**config.mk**
```make
export PLATFORM = sky130hd
export DESIGN_NAME = json_chat_message_encoder_unit
export DESIGN_NICKNAME = d
export VERILOG_FILES = /design/src/sv/jcme_pkg.sv /design/src/sv/jcme_front.sv /design/src/sv/jcme_cmd_queue.sv /design/src/sv/jcme_back.sv /design/src/sv/json_chat_message_encoder_unit.sv
export SDC_FILE = /design/constraint.sdc
export NUM_CORES = 1
export LEC_CHECK = 0
export BUFFER_PORTS_ARGS = -buffer_cell sky130_fd_sc_hd__buf_2
export CAP_MARGIN = 15
export CORE_UTILIZATION = 29
export CTS_CLUSTER_DIAMETER = 30
export DETAILED_ROUTE_END_ITERATION = 6
export PLACE_DENSITY = 0.43
export SETUP_SLACK_MARGIN = 0.1
export SYNTH_ARGS = -nofsm -noshare
export SYNTH_HDL_FRONTEND = slang
export SYNTH_SLANG_ARGS = --single-unit
```
**constraint.sdc**
```tcl
create_clock -name clk_i -period 10 [get_ports clk_i]
set_clock_uncertainty 0.15 [all_clocks]
set_input_delay 1 -clock clk_i [delete_from_list [all_inputs] [get_ports clk_i]]
set_output_delay 1 -clock clk_i [all_outputs]
set_load 0.01 [all_outputs]
```
**src/sv/jcme_pkg.sv**
```systemverilog
// shared types, codes and text tables of the chat message encoder
`timescale 1ns / 1ps
`default_nettype none

package jcme_pkg;

  // input item modes
  localparam logic [1:0] MODE_SYS = 2'd0;
  localparam logic [1:0] MODE_USR = 2'd1;
  localparam logic [1:0] MODE_END = 2'd2;

  // configuration register indexes
  localparam logic CFG_CAPACITY   = 1'b0;
  localparam logic CFG_COUNT_ONLY = 1'b1;

  // chunk slots, in emission order, as bit positions of a chunk set
  localparam int unsigned NUM_SLOTS  = 8;
  localparam logic [2:0] SLOT_OPEN    = 3'd0;
  localparam logic [2:0] SLOT_SYS_QO  = 3'd1;
  localparam logic [2:0] SLOT_SYS_QC  = 3'd2;
  localparam logic [2:0] SLOT_MID     = 3'd3;
  localparam logic [2:0] SLOT_USR_QO  = 3'd4;
  localparam logic [2:0] SLOT_CONTENT = 3'd5;
  localparam logic [2:0] SLOT_USR_QC  = 3'd6;
  localparam logic [2:0] SLOT_CLOSE   = 3'd7;

  // fixed texts
  localparam int unsigned OPEN_LEN  = 28;
  localparam int unsigned MID_LEN   = 27;
  localparam int unsigned CLOSE_LEN = 2;
  localparam logic [8*OPEN_LEN-1:0]  OPEN_TXT  = "[{\"role\":\"system\",\"content\":";
  localparam logic [8*MID_LEN-1:0]   MID_TXT   = "},{\"role\":\"user\",\"content\":";
  localparam logic [8*CLOSE_LEN-1:0] CLOSE_TXT = "}]";
  localparam logic [8*16-1:0]        HEX_TXT   = "0123456789abcdef";

  localparam logic [7:0] CH_QUOTE = 8'h22;
  localparam logic [7:0] CH_BSL   = 8'h5c;
  localparam logic [7:0] CH_U     = 8'h75;
  localparam logic [7:0] CH_ZERO  = 8'h30;
  localparam logic [7:0] CTRL_TOP = 8'h20;

  // escape form of one content byte
  typedef enum logic [1:0] {
    ESC_PLAIN = 2'd0,
    ESC_SHORT = 2'd1,
    ESC_UNI   = 2'd2
  } esc_kind_e;

  // classified item passed from front to back
  typedef struct packed {
    logic [NUM_SLOTS-1:0] chunks;
    logic [7:0]           ch;
    esc_kind_e            kind;
    logic [7:0]           esc2;
  } cmd_t;

  // one result item
  typedef struct packed {
    logic [7:0]  out_byte;
    logic [15:0] position;
    logic        stored;
    logic        last;
    logic        finished;
    logic        success;
    logic [15:0] total_length;
  } res_t;

  // number of bytes in a chunk
  function automatic logic [4:0] chunk_len(input logic [2:0] slot, input esc_kind_e kind);
    logic [4:0] n;
    n = 5'd1;
    case (slot)
      SLOT_OPEN:    n = 5'(OPEN_LEN);
      SLOT_MID:     n = 5'(MID_LEN);
      SLOT_CLOSE:   n = 5'(CLOSE_LEN);
      SLOT_CONTENT: begin
        case (kind)
          ESC_SHORT: n = 5'd2;
          ESC_UNI:   n = 5'd6;
          default:   n = 5'd1;
        endcase
      end
      default:      n = 5'd1;
    endcase
    return n;
  endfunction

  // lower-case hex digit
  function automatic logic [7:0] hex_digit(input logic [3:0] v);
    return HEX_TXT[8*(15 - int'(v)) +: 8];
  endfunction

  // byte of an escaped content chunk
  function automatic logic [7:0] content_byte(input cmd_t c, input logic [4:0] idx);
    logic [7:0] b;
    b = c.ch;
    case (c.kind)
      ESC_SHORT: b = (idx == 5'd0) ? CH_BSL : c.esc2;
      ESC_UNI: begin
        case (idx)
          5'd0:    b = CH_BSL;
          5'd1:    b = CH_U;
          5'd2:    b = CH_ZERO;
          5'd3:    b = CH_ZERO;
          5'd4:    b = hex_digit(c.ch[7:4]);
          default: b = hex_digit(c.ch[3:0]);
        endcase
      end
      default:   b = c.ch;
    endcase
    return b;
  endfunction

  // byte idx of the chunk in slot
  function automatic logic [7:0] chunk_byte(input logic [2:0] slot, input cmd_t c,
                                            input logic [4:0] idx);
    logic [7:0] b;
    b = CH_QUOTE;
    case (slot)
      SLOT_OPEN: begin
        if (idx < 5'(OPEN_LEN)) b = OPEN_TXT[8*(OPEN_LEN - 1 - int'(idx)) +: 8];
      end
      SLOT_MID: begin
        if (idx < 5'(MID_LEN)) b = MID_TXT[8*(MID_LEN - 1 - int'(idx)) +: 8];
      end
      SLOT_CLOSE:   b = idx[0] ? CLOSE_TXT[7:0] : CLOSE_TXT[15:8];
      SLOT_CONTENT: b = content_byte(c, idx);
      default:      b = CH_QUOTE;
    endcase
    return b;
  endfunction

endpackage

`default_nettype wire

```
**src/sv/jcme_front.sv**
```systemverilog
// front end: takes items, tracks the message phase and classifies escapes
`timescale 1ns / 1ps
`default_nettype none

module jcme_front (
  input  wire logic             clk_i,
  input  wire logic             rst_ni,
  input  wire logic             push,
  output logic                  full,
  input  wire logic [1:0]       mode_i,
  input  wire logic [7:0]       data_byte_i,
  output logic                  cmd_push_o,
  output jcme_pkg::cmd_t        cmd_o,
  input  wire logic             cmd_full_i
);

  typedef enum logic [2:0] {
    PH_NONE = 3'b001,
    PH_SYS  = 3'b010,
    PH_USR  = 3'b100
  } phase_e;

  phase_e phase_q, phase_d;
  logic   accept;

  assign full   = cmd_full_i;
  assign accept = push && !cmd_full_i;

  always_comb begin
    // escape classification of the content byte
    cmd_o.ch   = data_byte_i;
    cmd_o.kind = jcme_pkg::ESC_SHORT;
    cmd_o.esc2 = data_byte_i;
    case (data_byte_i)
      jcme_pkg::CH_QUOTE, jcme_pkg::CH_BSL: cmd_o.esc2 = data_byte_i;
      8'h08:   cmd_o.esc2 = "b";
      8'h0c:   cmd_o.esc2 = "f";
      8'h0a:   cmd_o.esc2 = "n";
      8'h0d:   cmd_o.esc2 = "r";
      8'h09:   cmd_o.esc2 = "t";
      default: begin
        if (data_byte_i < jcme_pkg::CTRL_TOP) cmd_o.kind = jcme_pkg::ESC_UNI;
        else cmd_o.kind = jcme_pkg::ESC_PLAIN;
      end
    endcase

    // chunk set and next phase
    phase_d   = phase_q;
    cmd_o.chunks = '0;
    cmd_push_o   = 1'b0;
    if (mode_i != 2'd3) begin
      cmd_push_o = accept;
      // bring the message forward to the user string when needed
      unique case (phase_q)
        PH_NONE: begin
          cmd_o.chunks[jcme_pkg::SLOT_OPEN]   = 1'b1;
          cmd_o.chunks[jcme_pkg::SLOT_SYS_QO] = 1'b1;
          if (mode_i != jcme_pkg::MODE_SYS) begin
            cmd_o.chunks[jcme_pkg::SLOT_SYS_QC] = 1'b1;
            cmd_o.chunks[jcme_pkg::SLOT_MID]    = 1'b1;
            cmd_o.chunks[jcme_pkg::SLOT_USR_QO] = 1'b1;
          end
        end
        PH_SYS: begin
          if (mode_i != jcme_pkg::MODE_SYS) begin
            cmd_o.chunks[jcme_pkg::SLOT_SYS_QC] = 1'b1;
            cmd_o.chunks[jcme_pkg::SLOT_MID]    = 1'b1;
            cmd_o.chunks[jcme_pkg::SLOT_USR_QO] = 1'b1;
          end
        end
        PH_USR: ;
        default: ;
      endcase
      if (mode_i == jcme_pkg::MODE_END) begin
        cmd_o.chunks[jcme_pkg::SLOT_USR_QC] = 1'b1;
        cmd_o.chunks[jcme_pkg::SLOT_CLOSE]  = 1'b1;
        phase_d = PH_NONE;
      end else begin
        cmd_o.chunks[jcme_pkg::SLOT_CONTENT] = 1'b1;
        if (mode_i == jcme_pkg::MODE_USR || phase_q == PH_USR) phase_d = PH_USR;
        else phase_d = PH_SYS;
      end
    end
  end

  // phase register
  always_ff @(posedge clk_i or negedge rst_ni) begin
    if (!rst_ni) begin
      phase_q <= PH_NONE;
    end else if (accept) begin
      phase_q <= phase_d;
    end
  end

endmodule

`default_nettype wire

```
**src/sv/jcme_cmd_queue.sv**
```systemverilog
// two-entry queue of classified items between front and back
`timescale 1ns / 1ps
`default_nettype none

module jcme_cmd_queue (
  input  wire logic           clk_i,
  input  wire logic           rst_ni,
  input  wire logic           push_i,
  input  jcme_pkg::cmd_t      data_i,
  output logic                full_o,
  input  wire logic           pop_i,
  output logic                valid_o,
  output jcme_pkg::cmd_t      data_o
);

  jcme_pkg::cmd_t mem_q [2];
  logic       wptr_q, rptr_q;
  logic [1:0] count_q;
  logic       do_push, do_pop;

  assign full_o  = (count_q == 2'd2);
  assign valid_o = (count_q != 2'd0);
  assign do_push = push_i && !full_o;
  assign do_pop  = pop_i && valid_o;
  assign data_o  = mem_q[rptr_q];

  // storage
  always_ff @(posedge clk_i) begin
    if (do_push) mem_q[wptr_q] <= data_i;
  end

  // pointers and fill
  always_ff @(posedge clk_i or negedge rst_ni) begin
    if (!rst_ni) begin
      wptr_q  <= 1'b0;
      rptr_q  <= 1'b0;
      count_q <= 2'd0;
    end else begin
      if (do_push) wptr_q <= !wptr_q;
      if (do_pop) rptr_q <= !rptr_q;
      count_q <= count_q + {1'b0, do_push} - {1'b0, do_pop};
    end
  end

endmodule

`default_nettype wire

```
**src/sv/jcme_back.sv**
```systemverilog
// back end: walks the chunks of an item, one byte a cycle while the output queue has room, with fit check
`timescale 1ns / 1ps
`default_nettype none

module jcme_back #(
  parameter int unsigned LENGTH_BITS = 16
) (
  input  wire logic           clk_i,
  input  wire logic           rst_ni,
  input  wire logic [15:0]    capacity_i,
  input  wire logic           count_only_i,
  input  wire logic           cmd_valid_i,
  input  jcme_pkg::cmd_t      cmd_i,
  output logic                cmd_pop_o,
  output logic                res_empty_o,
  input  wire logic           res_pop_i,
  output jcme_pkg::res_t      res_o
);

  localparam int unsigned W = ((LENGTH_BITS > 16) ? LENGTH_BITS : 16) + 1;
  localparam logic [W-1:0] LIMIT_W = {{(W-LENGTH_BITS){1'b0}}, {LENGTH_BITS{1'b1}}};
  localparam logic [W-1:0] MAX16_W = {{(W-16){1'b0}}, 16'hffff};

  logic [jcme_pkg::NUM_SLOTS-1:0] done_q, remain, rest;
  logic [4:0]             idx_q, n;
  logic [2:0]             slot;
  logic [LENGTH_BITS-1:0] len_q, len_new, pos_q, len_eff, pos_cur;
  logic                   fits_q, fits_now, fits_eff;
  logic                   nov_q, nov_new, nov_eff;
  logic                   first, chunk_end, item_end, emit, out_ready, fin;
  logic [W-1:0]           len_w, sum_w, cap_w, eff_w, pos_w;
  logic                   over_limit;
  jcme_pkg::res_t         res;

  // output queue
  jcme_pkg::res_t mem_q [2];
  logic       wptr_q, rptr_q;
  logic [1:0] count_q;
  logic       do_pop;

  // pick the next chunk of the item
  assign remain = cmd_i.chunks & ~done_q;
  always_comb begin
    slot = '0;
    for (int i = jcme_pkg::NUM_SLOTS - 1; i >= 0; i--) begin
      if (remain[i]) slot = 3'(i);
    end
  end
  always_comb begin
    rest = remain;
    rest[slot] = 1'b0;
  end

  assign n         = jcme_pkg::chunk_len(slot, cmd_i.kind);
  assign first     = (idx_q == 5'd0);
  assign chunk_end = (idx_q == n - 5'd1);
  assign item_end  = chunk_end && (rest == '0);
  assign fin       = item_end && cmd_i.chunks[jcme_pkg::SLOT_CLOSE];

  // chunk fit check against capacity and length limit
  assign len_w      = {{(W-LENGTH_BITS){1'b0}}, len_q};
  assign sum_w      = len_w + W'(n);
  assign cap_w      = {{(W-16){1'b0}}, capacity_i};
  assign over_limit = (sum_w > LIMIT_W);
  assign fits_now   = !count_only_i && (sum_w <= cap_w) && !over_limit;

  always_comb begin
    if (count_only_i) begin
      len_new = over_limit ? {LENGTH_BITS{1'b1}} : sum_w[LENGTH_BITS-1:0];
      nov_new = nov_q;
    end else begin
      len_new = fits_now ? sum_w[LENGTH_BITS-1:0] : len_q;
      nov_new = nov_q && fits_now;
    end
  end

  // values seen by the current byte
  assign len_eff  = first ? len_new : len_q;
  assign fits_eff = first ? fits_now : fits_q;
  assign nov_eff  = first ? nov_new : nov_q;
  assign pos_cur  = first ? len_q : pos_q;
  assign eff_w    = {{(W-LENGTH_BITS){1'b0}}, len_eff};
  assign pos_w    = {{(W-LENGTH_BITS){1'b0}}, pos_cur};

  // result item
  always_comb begin
    res.out_byte     = jcme_pkg::chunk_byte(slot, cmd_i, idx_q);
    res.position     = fits_eff ? pos_w[15:0] : 16'd0;
    res.stored       = fits_eff;
    res.last         = item_end;
    res.finished     = fin;
    res.success      = fin && nov_eff && (count_only_i || eff_w == cap_w);
    res.total_length = (eff_w > MAX16_W) ? 16'hffff : eff_w[15:0];
  end

  assign out_ready = (count_q != 2'd2) || res_pop_i;
  assign emit      = cmd_valid_i && out_ready;
  assign cmd_pop_o = emit && item_end;

  // chunk walk and length state
  always_ff @(posedge clk_i or negedge rst_ni) begin
    if (!rst_ni) begin
      done_q <= '0;
      idx_q  <= 5'd0;
      len_q  <= '0;
      nov_q  <= 1'b1;
      fits_q <= 1'b0;
      pos_q  <= '0;
    end else if (emit) begin
      if (first) begin
        len_q  <= len_new;
        nov_q  <= nov_new;
        fits_q <= fits_now;
        pos_q  <= len_q + 1'b1;
      end else begin
        pos_q  <= pos_q + 1'b1;
      end
      if (chunk_end) begin
        idx_q  <= 5'd0;
        done_q <= item_end ? '0 : (done_q | (remain & ~rest));
      end else begin
        idx_q  <= idx_q + 5'd1;
      end
      // a finished message starts the next one from scratch
      if (fin) begin
        len_q <= '0;
        nov_q <= 1'b1;
      end
    end
  end

  // output queue storage
  assign res_empty_o = (count_q == 2'd0);
  assign do_pop      = res_pop_i && !res_empty_o;
  assign res_o       = mem_q[rptr_q];

  always_ff @(posedge clk_i) begin
    if (emit) mem_q[wptr_q] <= res;
  end

  always_ff @(posedge clk_i or negedge rst_ni) begin
    if (!rst_ni) begin
      wptr_q  <= 1'b0;
      rptr_q  <= 1'b0;
      count_q <= 2'd0;
    end else begin
      if (emit) wptr_q <= !wptr_q;
      if (do_pop) rptr_q <= !rptr_q;
      count_q <= count_q + {1'b0, emit} - {1'b0, do_pop};
    end
  end

  // checks
  a_queue_bound: assert property (@(posedge clk_i) disable iff (!rst_ni)
    count_q != 2'd3) else $error("output queue overfilled");

  a_fin_is_last: assert property (@(posedge clk_i) disable iff (!rst_ni)
    emit && res.finished |-> res.last) else $error("finished byte not last of item");

  a_restart: assert property (@(posedge clk_i) disable iff (!rst_ni)
    emit && fin |=> len_q == '0 && nov_q) else $error("length not cleared after message");

  a_no_store_counting: assert property (@(posedge clk_i) disable iff (!rst_ni)
    emit && res.stored |-> !count_only_i) else $error("byte stored in count-only mode");

  a_pop_on_end: assert property (@(posedge clk_i) disable iff (!rst_ni)
    cmd_pop_o |=> done_q == '0 && idx_q == 5'd0) else $error("walk state kept after item");

endmodule

`default_nettype wire

```
**src/sv/json_chat_message_encoder_unit.sv**
```systemverilog
// top level of the two-message chat encoder with string escaping
//
//  channel  | direction | handshake        | payload
//  ---------+-----------+------------------+-----------------------------------------
//  input    | in        | push / full      | mode_i, data_byte_i
//  result   | out       | pop / empty      | out_byte_o, position_o, stored_o, last_o,
//           |           |                  | finished_o, success_o, total_length_o
//  config   | in        | cfg_we_i         | cfg_idx_i, cfg_data_i
//
// one result byte leaves per cycle while the output queue has room; an item yields
// 1 byte if plain, 2 or 6 for an escape, and up to 64 when fixed texts lead.
// these bytes are made by the single byte emitter in the back end, one item at a time.
// a new item is taken every cycle while the two-entry item queue has room.
// results wait in a two-entry output queue; once it is full, a stalled pop stops the emitter.
// reset clears phase, length, overflow flag and both configuration registers.
`timescale 1ns / 1ps
`default_nettype none

module json_chat_message_encoder_unit #(
  parameter int unsigned LENGTH_BITS = 16
) (
  input  wire logic        clk_i,
  input  wire logic        rst_ni,
  input  wire logic        push,
  output logic             full,
  input  wire logic [1:0]  mode_i,
  input  wire logic [7:0]  data_byte_i,
  output logic             empty,
  input  wire logic        pop,
  output logic [7:0]       out_byte_o,
  output logic [15:0]      position_o,
  output logic             stored_o,
  output logic             last_o,
  output logic             finished_o,
  output logic             success_o,
  output logic [15:0]      total_length_o,
  input  wire logic        cfg_we_i,
  input  wire logic        cfg_idx_i,
  input  wire logic [15:0] cfg_data_i
);

  logic [15:0]    capacity_q;
  logic           count_only_q;
  logic           cmd_push, cmd_full, cmd_pop, cmd_valid;
  jcme_pkg::cmd_t cmd_in, cmd_head;
  jcme_pkg::res_t res;

  // configuration registers
  always_ff @(posedge clk_i or negedge rst_ni) begin
    if (!rst_ni) begin
      capacity_q   <= 16'd0;
      count_only_q <= 1'b0;
    end else if (cfg_we_i) begin
      unique case (cfg_idx_i)
        jcme_pkg::CFG_CAPACITY:   capacity_q   <= cfg_data_i;
        jcme_pkg::CFG_COUNT_ONLY: count_only_q <= cfg_data_i[0];
        default: ;
      endcase
    end
  end

  // item intake and classification
  jcme_front u_front (
    .clk_i       (clk_i),
    .rst_ni      (rst_ni),
    .push        (push),
    .full        (full),
    .mode_i      (mode_i),
    .data_byte_i (data_byte_i),
    .cmd_push_o  (cmd_push),
    .cmd_o       (cmd_in),
    .cmd_full_i  (cmd_full)
  );

  // decoupling queue
  jcme_cmd_queue u_cmd_queue (
    .clk_i   (clk_i),
    .rst_ni  (rst_ni),
    .push_i  (cmd_push),
    .data_i  (cmd_in),
    .full_o  (cmd_full),
    .pop_i   (cmd_pop),
    .valid_o (cmd_valid),
    .data_o  (cmd_head)
  );

  // byte emitter
  jcme_back #(
    .LENGTH_BITS (LENGTH_BITS)
  ) u_back (
    .clk_i        (clk_i),
    .rst_ni       (rst_ni),
    .capacity_i   (capacity_q),
    .count_only_i (count_only_q),
    .cmd_valid_i  (cmd_valid),
    .cmd_i        (cmd_head),
    .cmd_pop_o    (cmd_pop),
    .res_empty_o  (empty),
    .res_pop_i    (pop),
    .res_o        (res)
  );

  // result fields
  assign out_byte_o     = res.out_byte;
  assign position_o     = res.position;
  assign stored_o       = res.stored;
  assign last_o         = res.last;
  assign finished_o     = res.finished;
  assign success_o      = res.success;
  assign total_length_o = res.total_length;

endmodule

`default_nettype wire

```
* Yosys cells after proc, flatten, opt, wreduce, memory -nomap -nowiden *
Memory sizes are Yosys's and may differ from the RTL's.
Index checks and enable logic that the tools add are counted.
W data, S select, Z words.

cells by class
  multiplexer cells = 50
  add/sub/neg operators = 13
  equal/unequal tests = 26
  shift operators = 4
  reductions and logical operators = 38
  bitwise logic cells = 8
  magnitude comparators = 8

operator list
  cell                         count
  $shiftx A128 B32 Y8 const A  2
  $shiftx A224 B33 Y8 const A  1
  $shiftx A216 B33 Y8 const A  1
  $mux W16                     9
  $pmux W8 S4                  2
  $eq A8 B4 Y1 const B         5
  $mux W8                      5
  $pmux W8 S5                  1
  $mux W3                      12
  $add A16 B1 Y16 const B      2
  $and A8 B8 Y8                3
  $not A8 Y8                   3
  $pmux W5 S4                  1
  $add A16 B5 Y17              1
  $gt A17 B16 Y1 const B       1
  $le A17 B16 Y1               1
  $eq A16 B16 Y1               1
  $gt A16 B16 Y1 const B       1
  $pmux W8 S2                  1
  $logic_and A1 B1 Y1          14
  $sub A5 B5 Y6 const A        2
  $mux W1                      11
  $eq A5 B2 Y1 const B         2
  $lt A5 B5 Y1 const B         2
  36 further kinds             63

word-level totals
  word-level logic and storage cells = 164
  register bits = 75
  memory bits (writable) = 140
  memories = 2

memory list
  name               words  bits a word  read ports  clocked after Yosys merged registers in  write ports  RTL line              source
  u_back.mem_q       2      44           1           0                                        1            jcme_back.sv:36       jcme_pkg::res_t mem_q [2];
  u_cmd_queue.mem_q  2      26           1           0                                        1            jcme_cmd_queue.sv:16  jcme_pkg::cmd_t mem_q [2];

* Longest topological paths before layout *
  depth after elaboration = 22
  gate-level depth with buffers = 30
  gate-level depth less buffers = 26

* Cells and area by module *
Synthesis repeated with hierarchy kept, for this count alone.

second synthesis, totals
  cell total of the unflattened synthesis = 1204
  area, all modules = 12759.7 µm²

by module, submodules not included
  module                          instances  cells each  area an instance (µm²)
  jcme_back                       1          1005        9404.0
  jcme_cmd_queue                  1          99          2162.1
  json_chat_message_encoder_unit  1          38          703.2
  jcme_front                      1          62          490.5

* Worst setup path after synthesis *
OpenSTA, ideal clock, no wires.

  kind = register -> register
  start point = register u_cmd_queue.rptr_q
  end point = memory u_back.mem_q[0][16] (netlist bit), data pin
  cell stages (with the launch flop) = 27
  arrival = 6.890 ns
  slack = 2.784 ns
  buffers on the path = 3
  cells stage by stage = dfrtp_1 > buf_6 > buf_1 > clkbuf_1 > mux2i_1 > inv_1 > ha_1 > nor4b_1 > a211oi_2 > inv_1 > ha_1 > and3_1 > a2111oi_2 > nor2_1 > nand4_1 > xnor2_1 > ha_1 > nand4_1 > or4_1 > o22ai_1 > nor2_1 > a21oi_1 > a21oi_1 > a211o_1 > a2111oi_0 > a31oi_1 > nor3b_1

RTL lines
  what                      RTL line              source
  start: declaration        jcme_cmd_queue.sv:17  logic wptr_q, rptr_q;
  start signal: assignment  jcme_cmd_queue.sv:40  if (do_pop) rptr_q <= !rptr_q;
  end: declaration          jcme_back.sv:36

==> impl_metrics.ini <==
[grt]
gr-total-overflow = 0
grt_pass1_vias = 9788
grtUsageTotal_pct = 16.74
antenna_found_initial = 0
pin_count_of_the_biggest_net_entering_global_routing = 65
grt_pass1_wl_mm = 56.49

[layout]
syn_to_final_growth_pct = 24.18
final_core_utilization_pct = 36.48
finish.instance_area_mm2 = 0.01527
insertedDiodeCount = 0
fin_nets = 1382
share_of_final_layout_standard_cells_stronger_than_drive_strength_1_pct = 20.78
post_layout_nonfiller_instances = 1896

[critical_path]
r2r-start = u_cmd_queue.rptr_q
count_of_cells_along_the_worst_register_to_register_path = 24
setup.worst_path.end = u_back.mem_q[0][16]
rrSetupSlack_ns = 1.17
critical_path.max_stage_delay_ns = 0.78
worst-setup-path-type = register to register
critPathBufInv = 1
timing.critical_path.max_delay_family = compound AO/OA/AOI/OAI gates
path_common_cell = sky130_fd_sc_hd__nor2_1
critical_path.reg2reg.endpoint = u_back.mem_q[0][16]
crit_chain = buf_4, mux2i_4, nor2_1, a221oi_2, or2_1, nor3_2, or2_1, ha_1, and3_1, a2111oi_2, nor2_1, nand4_1, xnor2_1, ha_1, nand4_1, or4_1, o22ai_1, nor2_1, a211oi_1, nor3_1, nand4b_1, a2111oi_0, a31oi_1, nor3b_1
timing.critical_path.required_ns = 10.25
cp-startpoint = u_cmd_queue.rptr_q
timing.critical_path.arrival_ns = 9.08
timing.critical_path.depth = 24
crit_fanout = 26
endpoint_kind = register
worst_setup_path_start_kind = register
timing.critical_path.slowest_stage_cell = sky130_fd_sc_hd__a2111oi_0

[clock_tree]
cts_resized = 0
numClockSinks = 207
ctsHtreeMaxLevel = 2
worst_path_clk_slew_ns = 0.04
cts_buffer_depth = 3
cts_hold_buf = 0
tritoncts.num_buffers = 58
cts_setup_buffers = 0
clockRootBuffer = sky130_fd_sc_hd__clkbuf_16
clock_tree_from_tritoncts = done
clk_latency_ns = 0.60

[route]
mean_number_of_vias_per_cell = 5.148
drt_iter0_drc = 591
first_pass_iters = 6
drc = 0
vias_post_dr = 9761
wl_per_cell_um = 19.03
routed_wl_mm = 36.09
antenna_violating_nets_post_route = 0

[sta]
fin_crit_ns = 8.833
final_min_period_over_clock_period_pct = 88.33
hold_viol = 0
finalSetupTns_ns = 0
fin_ws_ns = 1.167
rsz0062_at_grt = false
setup_viol = 0
maxClockFrequency_mhz = 113.2
tightest_slew_ns = 1.092
maxSlewHeadroom_pct = 26.70
timing_max_transition_violations_final = 0

[floorplanning]
number_of_standard_cell_rows_in_the_floorplan = 75
core_mm2 = 0.04185
die_h_um = 207.9
start_util_pct = 29.37
die_area_mm2 = 0.04322
design.portCount = 78
die_w_um = 207.9

[placed_design]
place_congestion = 0.8757
count_of_buffers_inserted_at_the_top_level_ports = 77
dpl.cell_count = 1786
dp_slack_ns = 1.307
detailed_place_hpwl_mm = 25.04
placement.cell_area_mm2 = 0.01316

[logic_synthesis]
number_of_enable_flip_flop_cells_after_synthesis = 132
yosysWarningCount = 0
synth_largest_area_cell = sky130_fd_sc_hd__edfxtp_1
synth-seq-cells = 207
syn-mean-instance-area_um2 = 10.00
yosys.cell_types.count = 84
yosys-top-cells-area = sky130_fd_sc_hd__edfxtp_1, sky130_fd_sc_hd__dfrtp_1, sky130_fd_sc_hd__mux2_2
dominantRegCellSynth = sky130_fd_sc_hd__edfxtp_1
syn_nets = 1304
netlist.area_leader.share_pct = 32.24
async_reset_ff_share_pct = 36.23
syn_area_mm2 = 0.01229
postSynthCellCount = 1229
synth_sequential_area_ratio_pct = 47.53

[pwr]
powerDensity_mw_per_mm2 = 381.6
leak_nw = 6.009
worst_ir_drop_on_vdd_uv = 145.4

[worst_hold_path]
min_path_type = input port to asynchronous set/reset pin

[run]
drv_cap = 0

[outcome]
run_status = finished clean
## synth_stat cells (9+ instances only)
| master | n |
|---|---|
| sky130_fd_sc_hd__buf_1 | 9 |
| sky130_fd_sc_hd__ha_1 | 42 |
| sky130_fd_sc_hd__and2_1 | 17 |
| sky130_fd_sc_hd__o22ai_1 | 12 |
| sky130_fd_sc_hd__inv_1 | 59 |
| sky130_fd_sc_hd__a21oi_1 | 85 |
| sky130_fd_sc_hd__mux2_2 | 53 |
| sky130_fd_sc_hd__nand2_1 | 138 |
| sky130_fd_sc_hd__dfrtp_1 | 73 |
| sky130_fd_sc_hd__o21ai_0 | 77 |
| sky130_fd_sc_hd__nor3_1 | 21 |
| sky130_fd_sc_hd__o31ai_1 | 15 |
| sky130_fd_sc_hd__nand2b_1 | 12 |
| sky130_fd_sc_hd__clkbuf_1 | 55 |
| sky130_fd_sc_hd__a31oi_1 | 13 |
| sky130_fd_sc_hd__xor2_1 | 10 |
| sky130_fd_sc_hd__nor4_1 | 10 |
| sky130_fd_sc_hd__and3_1 | 11 |
| sky130_fd_sc_hd__nor2_1 | 111 |
| sky130_fd_sc_hd__mux2i_1 | 29 |
| sky130_fd_sc_hd__o211ai_1 | 19 |
| sky130_fd_sc_hd__edfxtp_1 | 132 |
| sky130_fd_sc_hd__a21o_1 | 10 |
| sky130_fd_sc_hd__nand3_1 | 28 |
| sky130_fd_sc_hd__xnor2_1 | 35 |
## cell families after synthesis
family	count (synthesis)	share of synthesized area (%)
simple gates	385	14.38
compound gates	328	17.64
flops	207	47.53
buf+inv	130	4.234
mux	89	8.356
xor+xnor	46	3.338
fa+ha+maj	44	4.519
## worst min path at each step
| stage | from | to | slack (ns) | cells past startpoint |
|---|---|---|---|---|
| 2_1_floorplan | u_back.pos_q[1] | u_back.pos_q[1] | 0.30 | 2 |
| 3_3_place_gp | u_back.pos_q[1] | u_back.pos_q[1] | 0.31 | 2 |
| 3_5_place_dp | u_back.pos_q[1] | u_back.pos_q[1] | 0.31 | 2 |
| 4_1_cts | rst_ni | u_cmd_queue.wptr_q | 0.10 | 1 |
| 5_1_grt | rst_ni | u_cmd_queue.wptr_q | 0.13 | 1 |
| 6_report | rst_ni | u_cmd_queue.wptr_q | 0.13 | 1 |
## power by group
part	switching, W	total [W]	internal (W)
clock network	0.000606	0.00196	0.00136
logic	0.00146	0.00231	0.000854
registers	0.000226	0.00155	0.00133
total	0.00229	0.00583	0.00354
## state kept, by name, indices dropped and copies added (netlist names), 2 cells and up
signal and count:
capacity_q 16, u_back.count_q 2, u_back.done_q 8, u_back.idx_q 5
u_back.len_q 16, u_back.mem_q 88, u_back.pos_q 16, u_cmd_queue.count_q 2
u_cmd_queue.mem_q 44, u_front.phase_q 3
## metrics by stage
step	hold WS, ns	power (W)
3_3_place_gp	0.3087	0.003903
6_report	0.1309	0.005826
2_1_floorplan	0.2960	0.003148
3_5_place_dp	0.3129	0.003900
4_1_cts	0.1046	0.005904
5_1_grt	0.1267	0.006203
## per-layer routing
layer | GRT usage (%) | routed length (um) | vias to the layer above
met5 | 0 | 0 | -
met4 | 6.973 | 1162 | 0
met1 | 21.17 | 16050 | 4741
met3 | 2.995 | 1501 | 82
li1 | - | - | 4716
met2 | 28.10 | 17380 | 222
## layout by cell type, fill, tap and decap left out, types with 6 or more instances in the layout
master                         n
sky130_fd_sc_hd__nor2_1      110
sky130_fd_sc_hd__bufinv_16    11
sky130_fd_sc_hd__ha_1         42
sky130_fd_sc_hd__o21a_1        7
sky130_fd_sc_hd__a211o_1       6
sky130_fd_sc_hd__o211ai_1     19
sky130_fd_sc_hd__mux2i_1      29
sky130_fd_sc_hd__a21oi_1      85
sky130_fd_sc_hd__nor4_1       10
sky130_fd_sc_hd__xor2_1       10
sky130_fd_sc_hd__buf_4        13
sky130_fd_sc_hd__nand3_1      28
sky130_fd_sc_hd__a31oi_1      13
sky130_fd_sc_hd__nand2b_1     12
sky130_fd_sc_hd__clkinvlp_4    9
sky130_fd_sc_hd__dfrtp_1      72
sky130_fd_sc_hd__nand2_1     138
sky130_fd_sc_hd__and2_1       16
sky130_fd_sc_hd__a21o_1       10
sky130_fd_sc_hd__a211oi_1      8
sky130_fd_sc_hd__inv_1        59
sky130_fd_sc_hd__o31ai_1      15
sky130_fd_sc_hd__clkbuf_16    58
sky130_fd_sc_hd__and3_1       11
sky130_fd_sc_hd__clkinv_2      7
sky130_fd_sc_hd__clkinv_4      6
sky130_fd_sc_hd__xnor2_1      35
sky130_fd_sc_hd__o221ai_1      7
sky130_fd_sc_hd__o21ai_0      77
sky130_fd_sc_hd__edfxtp_1    132
sky130_fd_sc_hd__nor3_1       21
sky130_fd_sc_hd__inv_6         9
sky130_fd_sc_hd__o22ai_1      12
sky130_fd_sc_hd__nand4_1       6
sky130_fd_sc_hd__mux2_2       53
sky130_fd_sc_hd__buf_2        76
## cell type report
type	count	area (um^2)
tap	539	674.4
timing repair buffer	89	478.0
multi-input combinational	892	5944
clock buffer	61	1463
fill	4210	26590
sequential	207	5844
clock inverter	49	640.6
inverter	59	221.5
## worst reg2reg max path, stage by stage (launching register included)
cell	delay, ns
sky130_fd_sc_hd__dfrtp_1	0.38
sky130_fd_sc_hd__buf_4	0.44
sky130_fd_sc_hd__mux2i_4	0.44
sky130_fd_sc_hd__nor2_1	0.11
sky130_fd_sc_hd__a221oi_2	0.39
sky130_fd_sc_hd__or2_1	0.31
sky130_fd_sc_hd__nor3_2	0.14
sky130_fd_sc_hd__or2_1	0.29
sky130_fd_sc_hd__ha_1	0.35
sky130_fd_sc_hd__and3_1	0.22
sky130_fd_sc_hd__a2111oi_2	0.75
sky130_fd_sc_hd__nor2_1	0.27
sky130_fd_sc_hd__nand4_1	0.25
sky130_fd_sc_hd__xnor2_1	0.10
sky130_fd_sc_hd__ha_1	0.30
sky130_fd_sc_hd__nand4_1	0.12
sky130_fd_sc_hd__or4_1	0.56
sky130_fd_sc_hd__o22ai_1	0.62
sky130_fd_sc_hd__nor2_1	0.31
sky130_fd_sc_hd__a211oi_1	0.53
sky130_fd_sc_hd__nor3_1	0.08
sky130_fd_sc_hd__nand4b_1	0.28
sky130_fd_sc_hd__a2111oi_0	0.78
sky130_fd_sc_hd__a31oi_1	0.18
sky130_fd_sc_hd__nor3b_1	0.30
(Power assumes the default switching activity.)
